$ cat src/design/radc_pkg.sv
// Shared types and constants for the reciprocating assist drive control.
// No dependencies; used by every module of the block by scoped names.
`default_nettype none

package radc_pkg;

    typedef struct packed {
        logic signed [31:0] position;
        logic        [15:0] speed;
        logic               speed_ready;
    } in_item_t;

    typedef struct packed {
        logic               drive_write;
        logic signed [15:0] drive;
        logic        [1:0]  phase;
        logic        [15:0] cycles_done;
        logic               finished;
    } out_item_t;

    // sequencer to datapath
    typedef struct packed {
        logic load_in;
        logic step_phase;
        logic mult;
        logic level;
        logic load_out;
    } dp_cmd_t;

    // datapath to sequencer
    typedef struct packed {
        logic out_busy;
    } dp_status_t;

    localparam int CFG_IDX_W  = 3;
    localparam int CFG_DATA_W = 32;

    localparam logic [CFG_IDX_W-1:0] CFG_START_POS = 3'd0;
    localparam logic [CFG_IDX_W-1:0] CFG_END_POS   = 3'd1;
    localparam logic [CFG_IDX_W-1:0] CFG_REPS      = 3'd2;
    localparam logic [CFG_IDX_W-1:0] CFG_DESIRED   = 3'd3;
    localparam logic [CFG_IDX_W-1:0] CFG_INIT_DRV  = 3'd4;

    localparam logic [1:0] PH_WAIT_FWD  = 2'd0;
    localparam logic [1:0] PH_DRIVE_FWD = 2'd1;
    localparam logic [1:0] PH_WAIT_BWD  = 2'd2;
    localparam logic [1:0] PH_DRIVE_BWD = 2'd3;

    localparam logic signed [31:0] POS_LOWER_LIMIT = 32'sd50;
    localparam logic signed [31:0] POS_UPPER_LIMIT = 32'sd17000;
    localparam logic signed [32:0] POS_MARGIN      = 33'sd50;

    localparam logic signed [31:0] START_POS_RST = 32'sd50;
    localparam logic signed [31:0] END_POS_RST   = 32'sd17000;
    localparam logic        [15:0] REPS_RST      = 16'd1;

    // gain 0.4297 and offset 11.5 in Q16
    localparam logic [14:0] GAIN_Q16   = 15'd28161;
    localparam logic [31:0] OFFSET_Q16 = 32'd753664;

    // level = c * 32768 / 100, saturates from c = 100 up
    localparam logic [15:0] LEVEL_SAT_C = 16'd100;
    // floor(c * 8192 / 25) = (c * ceil(2^25 / 25)) >> 12 for c < 100
    localparam logic [20:0] LEVEL_RECIP = 21'd1342178;
    localparam int          LEVEL_SHIFT = 12;

    localparam logic signed [15:0] LEVEL_MAX  = 16'sh7fff;
    localparam logic signed [15:0] LEVEL_MIN  = 16'sh8000;
    localparam logic signed [15:0] IDLE_LEVEL = 16'sd12;

    localparam logic [15:0] CYCLE_MAX = 16'hffff;

endpackage

`default_nettype wire

$ cat src/design/radc_datapath.sv
// Datapath: configuration registers, phase state, drive level adaptation
// and the output register. Depends on radc_pkg; driven by radc_ctrl.
`default_nettype none

module radc_datapath (
    input  wire logic                            clk,
    input  wire logic                            rst_n,
    input  wire radc_pkg::dp_cmd_t               cmd,
    output radc_pkg::dp_status_t                 status,
    input  wire radc_pkg::in_item_t              in_item,
    output logic                                 out_valid,
    input  wire logic                            out_ready,
    output radc_pkg::out_item_t                  out_item,
    input  wire logic                            cfg_we,
    input  wire logic [radc_pkg::CFG_IDX_W-1:0]  cfg_index,
    input  wire logic [radc_pkg::CFG_DATA_W-1:0] cfg_data
);

    logic signed [31:0] start_reg, start_next;
    logic signed [31:0] end_reg, end_next;
    logic        [15:0] reps_reg, reps_next;
    logic        [15:0] desired_reg, desired_next;

    radc_pkg::in_item_t in_reg, in_next;

    logic        [1:0]  phase_now_reg, phase_now_next;
    logic        [1:0]  next_phase_reg, next_phase_next;
    logic               entry_reg, entry_next;
    logic        [15:0] cyc_reg, cyc_next;
    logic signed [15:0] level_reg, level_next;
    logic signed [17:0] pred_reg, pred_next;
    logic               done_reg, done_next;

    logic               wr_reg, wr_next;
    logic signed [15:0] drv_reg, drv_next;
    logic               upd_reg, upd_next;
    logic               adapt_reg, adapt_next;
    logic        [17:0] err_reg, err_next;
    logic        [31:0] prod_reg, prod_next;

    logic               out_valid_reg, out_valid_next;
    radc_pkg::out_item_t out_item_reg, out_item_next;

    logic signed [31:0] min_pos, max_pos;
    logic signed [32:0] pos_w, min_hi, max_lo;
    logic               at_min, at_max;
    logic signed [18:0] spd_w, pred_w, des_w, diff, err_w, pn_a, pn_b;
    logic        [15:0] coef;
    logic        [27:0] scale_prod;
    logic signed [15:0] scaled;

    always_comb
    begin
        min_pos = (start_reg < radc_pkg::POS_LOWER_LIMIT) ? radc_pkg::POS_LOWER_LIMIT
                                                          : start_reg;
        max_pos = (end_reg > radc_pkg::POS_UPPER_LIMIT) ? radc_pkg::POS_UPPER_LIMIT
                                                        : end_reg;
        pos_w  = 33'(in_reg.position);
        min_hi = 33'(min_pos) + radc_pkg::POS_MARGIN;
        max_lo = 33'(max_pos) - radc_pkg::POS_MARGIN;
        at_min = in_reg.position <= min_pos;
        at_max = in_reg.position >= max_pos;

        spd_w  = $signed({3'b000, in_reg.speed});
        pred_w = 19'(pred_reg);
        des_w  = $signed({3'b000, desired_reg});
        diff   = spd_w - pred_w;
        err_w  = des_w - diff;
        pn_a   = des_w - diff;
        pn_b   = des_w - spd_w;

        coef       = prod_reg[31:16];
        scale_prod = 28'(coef[6:0]) * 28'(radc_pkg::LEVEL_RECIP);
        scaled     = $signed(16'(scale_prod >> radc_pkg::LEVEL_SHIFT));
    end

    always_comb
    begin
        start_next      = start_reg;
        end_next        = end_reg;
        reps_next       = reps_reg;
        desired_next    = desired_reg;
        in_next         = in_reg;
        phase_now_next  = phase_now_reg;
        next_phase_next = next_phase_reg;
        entry_next      = entry_reg;
        cyc_next        = cyc_reg;
        level_next      = level_reg;
        pred_next       = pred_reg;
        done_next       = done_reg;
        wr_next         = wr_reg;
        drv_next        = drv_reg;
        upd_next        = upd_reg;
        adapt_next      = adapt_reg;
        err_next        = err_reg;
        prod_next       = prod_reg;
        out_valid_next  = out_valid_reg;
        out_item_next   = out_item_reg;

        if (cmd.load_in)
        begin
            in_next = in_item;
        end

        if (cmd.step_phase)
        begin
            wr_next    = 1'b0;
            drv_next   = '0;
            upd_next   = 1'b0;
            adapt_next = 1'b0;
            err_next   = err_w[17:0];
            if (!done_reg)
            begin
                phase_now_next = next_phase_reg;
                case (next_phase_reg)
                    radc_pkg::PH_WAIT_FWD:
                    begin
                        wr_next    = entry_reg;
                        entry_next = 1'b0;
                        if (pos_w >= min_hi)
                        begin
                            next_phase_next = radc_pkg::PH_DRIVE_FWD;
                            entry_next      = 1'b1;
                        end
                    end
                    radc_pkg::PH_DRIVE_FWD:
                    begin
                        wr_next    = 1'b1;
                        drv_next   = level_reg;
                        entry_next = 1'b0;
                        if (at_min)
                        begin
                            next_phase_next = radc_pkg::PH_WAIT_FWD;
                            entry_next      = 1'b1;
                        end
                        else if (at_max)
                        begin
                            next_phase_next = radc_pkg::PH_WAIT_BWD;
                            entry_next      = 1'b1;
                        end
                    end
                    radc_pkg::PH_WAIT_BWD:
                    begin
                        wr_next    = entry_reg;
                        entry_next = 1'b0;
                        if (pos_w <= max_lo)
                        begin
                            next_phase_next = radc_pkg::PH_DRIVE_BWD;
                            entry_next      = 1'b1;
                        end
                    end
                    radc_pkg::PH_DRIVE_BWD:
                    begin
                        wr_next    = 1'b1;
                        drv_next   = (level_reg == radc_pkg::LEVEL_MIN) ? radc_pkg::LEVEL_MAX
                                                                     : -level_reg;
                        entry_next = 1'b0;
                        if (at_max)
                        begin
                            next_phase_next = radc_pkg::PH_WAIT_BWD;
                            entry_next      = 1'b1;
                        end
                        else if (at_min)
                        begin
                            next_phase_next = radc_pkg::PH_WAIT_FWD;
                            entry_next      = 1'b1;
                            if (cyc_reg != radc_pkg::CYCLE_MAX)
                            begin
                                cyc_next = cyc_reg + 16'd1;
                            end
                        end
                    end
                    default:
                    begin
                        wr_next = 1'b0;
                    end
                endcase

                upd_next   = in_reg.speed_ready;
                adapt_next = in_reg.speed_ready && (diff < des_w);
                if (in_reg.speed_ready && (diff < des_w))
                begin
                    pred_next = (diff > 19'sd0) ? pn_a[17:0] : pn_b[17:0];
                end
            end
        end

        if (cmd.mult)
        begin
            prod_next = 32'(radc_pkg::GAIN_Q16) * 32'(err_reg) + radc_pkg::OFFSET_Q16;
        end

        if (cmd.level && !done_reg)
        begin
            if (upd_reg)
            begin
                if (!adapt_reg)
                begin
                    level_next = radc_pkg::IDLE_LEVEL;
                end
                else if (coef >= radc_pkg::LEVEL_SAT_C)
                begin
                    level_next = radc_pkg::LEVEL_MAX;
                end
                else
                begin
                    level_next = scaled;
                end
            end
            if (cyc_reg >= reps_reg)
            begin
                done_next = 1'b1;
            end
        end

        if (out_valid_reg && out_ready)
        begin
            out_valid_next = 1'b0;
        end
        if (cmd.load_out)
        begin
            out_valid_next            = 1'b1;
            out_item_next.drive_write = wr_reg;
            out_item_next.drive       = wr_reg ? drv_reg : 16'sd0;
            out_item_next.phase       = phase_now_reg;
            out_item_next.cycles_done = cyc_reg;
            out_item_next.finished    = done_reg;
        end

        if (cfg_we)
        begin
            case (cfg_index)
                radc_pkg::CFG_START_POS: start_next   = $signed(cfg_data);
                radc_pkg::CFG_END_POS:   end_next     = $signed(cfg_data);
                radc_pkg::CFG_REPS:      reps_next    = cfg_data[15:0];
                radc_pkg::CFG_DESIRED:   desired_next = cfg_data[15:0];
                radc_pkg::CFG_INIT_DRV:  level_next   = $signed(cfg_data[15:0]);
                default:                 start_next   = start_reg;
            endcase
        end
    end

    always_ff @(posedge clk or negedge rst_n)
    begin
        if (!rst_n)
        begin
            start_reg      <= radc_pkg::START_POS_RST;
            end_reg        <= radc_pkg::END_POS_RST;
            reps_reg       <= radc_pkg::REPS_RST;
            desired_reg    <= '0;
            phase_now_reg  <= radc_pkg::PH_WAIT_FWD;
            next_phase_reg <= radc_pkg::PH_WAIT_FWD;
            entry_reg      <= 1'b1;
            cyc_reg        <= '0;
            level_reg      <= '0;
            pred_reg       <= '0;
            done_reg       <= 1'b0;
            out_valid_reg  <= 1'b0;
        end
        else
        begin
            start_reg      <= start_next;
            end_reg        <= end_next;
            reps_reg       <= reps_next;
            desired_reg    <= desired_next;
            phase_now_reg  <= phase_now_next;
            next_phase_reg <= next_phase_next;
            entry_reg      <= entry_next;
            cyc_reg        <= cyc_next;
            level_reg      <= level_next;
            pred_reg       <= pred_next;
            done_reg       <= done_next;
            out_valid_reg  <= out_valid_next;
        end
    end

    always_ff @(posedge clk)
    begin
        in_reg       <= in_next;
        wr_reg       <= wr_next;
        drv_reg      <= drv_next;
        upd_reg      <= upd_next;
        adapt_reg    <= adapt_next;
        err_reg      <= err_next;
        prod_reg     <= prod_next;
        out_item_reg <= out_item_next;
    end

    assign status.out_busy = out_valid_reg && !out_ready;
    assign out_valid       = out_valid_reg;
    assign out_item        = out_item_reg;

endmodule

`default_nettype wire

$ cat src/design/radc_ctrl.sv
// Sequencer: steps one item through phase update, gain multiply, level
// scaling and result load. Depends on radc_pkg; drives radc_datapath.
`default_nettype none

module radc_ctrl (
    input  wire logic                 clk,
    input  wire logic                 rst_n,
    input  wire logic                 in_valid,
    output logic                      in_ready,
    output radc_pkg::dp_cmd_t         cmd,
    input  wire radc_pkg::dp_status_t status
);

    typedef enum logic [4:0] {
        S_IDLE  = 5'b00001,
        S_PHASE = 5'b00010,
        S_MULT  = 5'b00100,
        S_LEVEL = 5'b01000,
        S_OUT   = 5'b10000
    } state_t;

    state_t state_reg, state_next;
    logic   accept;

    always_comb
    begin
        in_ready = (state_reg == S_IDLE) || ((state_reg == S_OUT) && !status.out_busy);
        accept   = in_valid && in_ready;

        cmd.load_in    = accept;
        cmd.step_phase = state_reg == S_PHASE;
        cmd.mult       = state_reg == S_MULT;
        cmd.level      = state_reg == S_LEVEL;
        cmd.load_out   = (state_reg == S_OUT) && !status.out_busy;

        state_next = state_reg;
        case (state_reg)
            S_IDLE:
            begin
                if (accept)
                begin
                    state_next = S_PHASE;
                end
            end
            S_PHASE: state_next = S_MULT;
            S_MULT:  state_next = S_LEVEL;
            S_LEVEL: state_next = S_OUT;
            S_OUT:
            begin
                if (!status.out_busy)
                begin
                    state_next = accept ? S_PHASE : S_IDLE;
                end
            end
            default: state_next = S_IDLE;
        endcase
    end

    always_ff @(posedge clk or negedge rst_n)
    begin
        if (!rst_n)
        begin
            state_reg <= S_IDLE;
        end
        else
        begin
            state_reg <= state_next;
        end
    end

endmodule

`default_nettype wire

$ cat src/design/reciprocating_assist_drive_control.sv
// Top level of the reciprocating assist drive control block.
// Depends on radc_pkg, radc_ctrl and radc_datapath.
//
// One item per servo tick: position and speed in, one result out (drive
// write strobe, signed drive, executed phase, cycle count, finished flag).
// The sequencer walks each accepted item through phase update, gain
// multiply, level scaling and result load into the result register, and
// when results are taken promptly, the next item is accepted in
// the cycle the result is loaded. A result left waiting in the output
// register holds the sequencer in its load step. Configuration writes act
// at once and belong in idle time; writing initial_drive also loads the
// drive level.
`default_nettype none

module reciprocating_assist_drive_control (
    input  wire logic                            clk,
    input  wire logic                            rst_n,
    input  wire logic                            in_valid,
    output logic                                 in_ready,
    input  wire radc_pkg::in_item_t              in_item,
    output logic                                 out_valid,
    input  wire logic                            out_ready,
    output radc_pkg::out_item_t                  out_item,
    input  wire logic                            cfg_we,
    input  wire logic [radc_pkg::CFG_IDX_W-1:0]  cfg_index,
    input  wire logic [radc_pkg::CFG_DATA_W-1:0] cfg_data
);

    radc_pkg::dp_cmd_t    cmd;
    radc_pkg::dp_status_t status;

    radc_ctrl u_ctrl (
        .clk      (clk),
        .rst_n    (rst_n),
        .in_valid (in_valid),
        .in_ready (in_ready),
        .cmd      (cmd),
        .status   (status)
    );

    radc_datapath u_dp (
        .clk       (clk),
        .rst_n     (rst_n),
        .cmd       (cmd),
        .status    (status),
        .in_item   (in_item),
        .out_valid (out_valid),
        .out_ready (out_ready),
        .out_item  (out_item),
        .cfg_we    (cfg_we),
        .cfg_index (cfg_index),
        .cfg_data  (cfg_data)
    );

endmodule

`default_nettype wire

$ cat config.mk
export PLATFORM = sky130hd
export DESIGN_NAME = reciprocating_assist_drive_control
export DESIGN_NICKNAME = d
export VERILOG_FILES = /design/src/design/radc_pkg.sv /design/src/design/radc_datapath.sv /design/src/design/radc_ctrl.sv /design/src/design/reciprocating_assist_drive_control.sv
export SDC_FILE = /design/constraint.sdc
export NUM_CORES = 1
export LEC_CHECK = 0
export ABC_AREA = 0
export BUFFER_PORTS_ARGS = -buffer_cell sky130_fd_sc_hd__buf_2
export CAP_MARGIN = 20
export CORE_MARGIN = 2
export CORE_UTILIZATION = 30
export DETAILED_ROUTE_END_ITERATION = 12
export MAX_ROUTING_LAYER = met4
export PLACE_DENSITY = 0.53
export SYNTH_ARGS = -nofsm -noshare
export SYNTH_HDL_FRONTEND = slang
export SYNTH_HIERARCHICAL = 1
export SYNTH_SLANG_ARGS = --single-unit
$ cat constraint.sdc
create_clock -name clk -period 8.3 [get_ports clk]
set_clock_uncertainty 0.2 [all_clocks]
set_input_delay 1.66 -clock clk [delete_from_list [all_inputs] [get_ports clk]]
set_output_delay 1.66 -clock clk [all_outputs]
set_load 0.02 [all_outputs]
== Yosys cells after proc, flatten, opt, wreduce, memory -nomap -nowiden ==
Index checks and enable logic that the tools add are counted.

* Logic and storage cells: 126
* Output and inout port bits: 38
* Memories kept: 0
* Register bits after elaboration: 312
* Memory bits (read-only): 0
* Latch bits: 0
* RAM bits: 0

* $mul: 2
* Add/subtract/negate cells: 8
* Div/mod/pow operators: 0
* Multiplexer cells: 32
* $lt $le $gt $ge: 10
* Equality and inequality tests: 20
* Reduce and logical (&&, ||, !) cells: 25
* Bitwise gates (word level): 2
* Shifts and indexed selects: 0

{| class="wikitable"
|+ Operators with widths
! operator !! count
|-
| $mux 16 || 7
|-
| $mux 32 || 2
|-
| $add 32x7->33 const B || 1
|-
| $ge 32x33->1 || 1
|-
| $le 32x33->1 || 1
|-
| $sub 32x7->33 const B || 1
|-
| $add 32x20->32 const B || 1
|-
| $ge 32x32->1 || 1
|-
| $gt 32x16->1 const B || 1
|-
| $le 32x32->1 || 1
|-
| $lt 32x7->1 const B || 1
|-
| $mul 15x18->32 const A || 1
|-
| $pmux 16 s2 || 1
|-
| $mul 7x20->27 const B || 1
|-
| $pmux 5 s5 || 1
|-
| $gt 19x1->1 const B || 1
|-
| $lt 19x17->1 || 1
|-
| $sub 17x18->19 || 1
|-
| $mux 18 || 1
|-
| $sub 17x18->18 || 1
|-
| $sub 16x16->17 || 1
|-
| $add 16x1->16 const B || 1
|-
| $eq 16x16->1 const B || 1
|-
| $ge 16x16->1 || 1
|-
| other kinds (33) || 68
|}

== Logic depth before layout (Yosys ltp) ==
* Depth after elaboration: 9
* Gate-level depth with buffers: 30
* Depth with buffers taken out: 26

== Modules after synthesis ==
Netlist, hierarchy kept.

{| class="wikitable"
|+ Modules (own cells, without submodules)
! module !! sequential area each (sq um) !! times used !! cells each !! area each (sq um)
|-
| radc_datapath || 7985.2 || 1 || 2397 || 23980.5
|-
| radc_ctrl || 126.4 || 1 || 35 || 332.8
|}

== Least setup slack after synthesis ==
OpenSTA, ideal clock, no wires.

* Path kind: input to register
* Start point: input out_ready
* End point: register u_dp.out_item_reg (netlist bit u_dp/out_item[0]) (enable)
* Buffers on the path: 0
* Slack: 2.281 ns
* Data required time: 7.579 ns
* Arrival: 5.298 ns
* Cell stages on the path: 2
* Path through: nor2b_1 > nor4_1

{| class="wikitable"
|+ RTL lines
! what !! RTL line !! source
|-
| start: declaration || reciprocating_assist_drive_control.sv:22 || <nowiki>input wire logic out_ready,</nowiki>
|-
| end signal: assignment || radc_datapath.sv:286 || <nowiki>out_item_reg <= out_item_next;</nowiki>
|-
| end: declaration || radc_datapath.sv:42 || <nowiki>radc_pkg::out_item_t out_item_reg, out_item_next;</nowiki>
|}

== Worst setup path after layout ==
* Start point: register u_dp.start_reg[30]
* End point: register u_dp.entry_reg

* Word-level cells in the longest chain between the ends: 6
* Elaborated cells between the ends (all ways): 10

{| class="wikitable"
|+ Ends and longest elaborated chain
! what !! RTL line !! source
|-
| start: declaration || radc_datapath.sv:19 || <nowiki>logic signed [31:0] start_reg, start_next;</nowiki>
|-
| start signal: assignment || radc_datapath.sv:247 || <nowiki>start_reg <= radc_pkg::START_POS_RST;</nowiki>
|-
| start signal: assignment || radc_datapath.sv:262 || <nowiki>start_reg <= start_next;</nowiki>
|-
| $lt 32x7->1 || radc_datapath.sv:54 || <nowiki>min_pos = (start_reg < radc_pkg::POS_LOWER_LIMIT) ? radc_pkg::POS_LOWER_LIMIT</nowiki>
|-
| $mux 32 * || radc_datapath.sv:54 ||
|-
| $add 32x7->33 / $le 32x32->1 (equally long branches) || radc_datapath.sv:59, radc_datapath.sv:61 ||
|-
| $ge 32x33->1 / $mux 1 (equally long branches) || radc_datapath.sv:120, radc_datapath.sv:163 ||
|-
| $mux 1 (on tied branches) || radc_datapath.sv:120, radc_datapath.sv:158 ||
|-
| $pmux 1 s4 * || radc_datapath.sv:115 || <nowiki>case (next_phase_reg)</nowiki>
|-
| end signal: assignment || radc_datapath.sv:268 || <nowiki>entry_reg <= entry_next;</nowiki>
|-
| end: declaration || radc_datapath.sv:28 || <nowiki>logic entry_reg, entry_next;</nowiki>
|}

Every way passes the cells marked *; elsewhere a longest branch is shown, timed or not.
A chain may end at the register's enable or synchronous reset.

==> results.json <==
{
  "routabilityCongestion": 0.8870,
  "post_cts_resize_count": 0,
  "portBuffers": 126,
  "ys_async_sr_fraction_pct": 53.38,
  "track_usage_pct": 16.52,
  "dp.cells": 3576,
  "clk_pin_slew_ns": 0.06,
  "grt_pass1_wl_um": 103600,
  "syn_area_sq_um": 24310,
  "dr.pass1.iters": 5,
  "rsz0062_at_grt": "false",
  "worst_setup_path_end_kind": "flop",
  "syn_nets": 2976,
  "drive_gt1_share_pct": 13.06,
  "critPathArrivalTime_ns": 7.31,
  "relSlewSlack_pct": 18.10,
  "postRouteAntennaNets": 0,
  "pre_cts_slack_ns": 1.437,
  "yosysWarnings": 6,
  "clkLatencyLatePin_ns": 0.58,
  "htreeDepth": 2,
  "cts_hold_buf": 0,
  "required_ns": 8.59,
  "syn_to_final_growth_pct": 13.52,
  "avgSynthCellArea_sq_um": 9.997,
  "finalSetupTns_ns": 0,
  "drt_iter0_markers": 1091,
  "cts_buffers": 39,
  "fmax_ghz": 0.1424,
  "cp-start-kind": "flop",
  "pin_count": 127,
  "layout.cells.non_filler": 3649,
  "routed_via_density": 4.968,
  "rows": 104,
  "utilization_pct": 34.32,
  "crit_type": "reg -> reg",
  "slew_violations": 0,
  "ys_seq_elements": 296,
  "grt_pass1_vias": 18110,
  "die_area_sq_um": 83340,
  "cts_sinks": 296,
  "n_fill_cell": 8183,
  "start_util_pct": 30.23,
  "drt_wl_total_um": 66240,
  "final_nets": 3101,
  "layout_common_cells": "377 x ha_1, 254 x inv_1, 167 x nand2_1, 147 x dfrtp_1, 138 x edfxtp_1",
  "die_w_um": 288.7,
  "synth_edf_count": 138,
  "status": "complete, no violations",
  "largest_reg_flops": 49,
  "layout_commonest_cell": "ha_1",
  "via_count": 18130,
  "place_hpwl_um": 52020,
  "antenna_found_initial": 4,
  "post_cts_buffers": 0,
  "synth_cell_types": 83,
  "syn_inst": 2432,
  "grt_overflow": 0,
  "finalSetupViolations": 0,
  "drv_cap": 0,
  "synth_flop_cell": "dfrtp_1",
  "min_period_ns": 7.020,
  "drcViolationCount": 0,
  "die_y_um": 288.7,
  "grt_max_degree": 69,
  "cts_tree": "yes",
  "worstHoldPathType": "reg -> reg",
  "post-route-period-util_pct": 84.58,
  "worst_pin_slew_ns": 1.226,
  "clockBufferDepth": 3,
  "final_hold_viol_count": 0,
  "worstPathMaxFanout": 26,
  "synth-seq-area-share_pct": 33.36,
  "setup_ws_ns": 1.280,
  "core_area_sq_um": 80420,
  "wire_per_inst_um": 18.15,
  "cts_root_buf": "clkbuf_16"
}
==> path summary, 6_finish.rpt <==
path / end / from / cells after the start / slack (ns)
worst max-delay path: u_dp/entry_reg / u_dp/start_reg[30] / 23 / 1.28
worst min-delay path: u_dp/out_item[18] / u_dp/phase_now_reg[1] / 0 / 0.26
worst max register to register: u_dp/entry_reg / u_dp/start_reg[30] / 23 / 1.28
worst min register to register: u_dp/out_item[18] / u_dp/phase_now_reg[1] / 0 / 0.26
max in group asynchronous: u_dp/level_reg[15] / rst_n / 2 / 5.87
min in group asynchronous: u_dp/end_reg[24] / rst_n / 1 / 0.77
==> metrics by stage <==
stage	hold WS (ns)	instance area [sq um]
6_report	0.2605	27600
2_1_floorplan	0.2248	24310
3_5_place_dp	0.2451	26260
3_3_place_gp	0.2388	26260
5_1_grt	0.2731	27600
4_1_cts	0.2558	27600
==> critical path, stage by stage (launching register included) <==
cell       delay (ns)
dfrtp_1          0.42
nor4_1           0.45
nand4_1          0.23
nor3_1           0.19
ha_1             0.56
buf_4            0.37
nor3_1           0.11
a2111oi_0        0.92
nand2_1          0.27
nor3_1           0.41
nand2_1          0.14
nor4_1           0.67
nand3_1          0.19
xnor2_1          0.17
nand2b_1         0.07
ha_1             0.28
nand2_1          0.06
nor4_1           0.28
nand4_1          0.13
o211ai_1         0.09
a2bb2oi_1        0.10
o22ai_1          0.31
nor2_1           0.07
o31ai_1          0.21
==> area by class of cell <==
cell class | instances | area [sq um] | area share, %
multi-input combinational | 1820 | 15080 | 54.65
sequential | 296 | 8112 | 29.39
tap | 1060 | 1326 | 4.805
clock buffer | 46 | 1022 | 3.704
inverter | 254 | 953.4 | 3.454
timing repair buffer | 146 | 787.0 | 2.851
clock inverter | 26 | 314.1 | 1.138
antenna | 1 | 2.502 | 0.009067
==> cells in the mapped netlist, types with 5 or more instances <==
cell | count | area (sq um)
and2_1 | 21 | 131.4
nand2_1 | 167 | 626.9
nand4_1 | 43 | 269.0
xnor2_1 | 96 | 840.8
a311oi_1 | 6 | 52.55
or3_1 | 16 | 100.1
a211o_1 | 7 | 61.31
a211oi_1 | 16 | 120.1
nor4_1 | 34 | 212.7
dfrtp_1 | 147 | 3679
xor2_1 | 50 | 437.9
and3_1 | 12 | 75.07
fa_1 | 78 | 1562
nor3_1 | 65 | 325.3
nand4b_1 | 7 | 61.31
o21ai_0 | 90 | 450.4
nor3b_1 | 9 | 67.56
nand3b_1 | 8 | 60.06
mux2_2 | 80 | 900.9
ha_1 | 377 | 4717
nor2_1 | 134 | 503.0
o21a_1 | 24 | 180.2
a31o_2 | 5 | 43.79
o21bai_1 | 8 | 60.06
nand3_1 | 54 | 270.3
a21o_1 | 70 | 525.5
a31oi_1 | 30 | 187.7
or2_2 | 11 | 68.82
edfxtp_1 | 138 | 4144
a21oi_1 | 104 | 520.5
o31ai_1 | 13 | 97.59
inv_1 | 254 | 953.4
clkbuf_1 | 52 | 195.2
nand2b_1 | 48 | 300.3
o211ai_1 | 22 | 165.2
or4_1 | 10 | 75.07
dfstp_2 | 11 | 289.0
nor2b_1 | 25 | 156.4
==> logic make-up after synthesis <==
group	count (synthesis)	synth area share, %
and+or+nand+nor	685	14.39
AOI/OAI and AO/OA	452	12.40
adders and majority gates	456	25.87
buffers and inverters	316	4.971
DFF	296	33.36
xor gates and xnor gates	146	5.259
muxes	81	3.746
==> metal layers <==
layer	up-vias	global-route usage, %	wire [um]
met5	-	-	0
met2	346	26.14	30220
li1	8951	-	-
met1	8725	21.72	30920
met3	107	2.259	2781
met4	0	5.606	2312
Power is left out: the tool's default activity adds up to more than one toggle a clock period on the data nets, which glitch-free logic cannot reach.
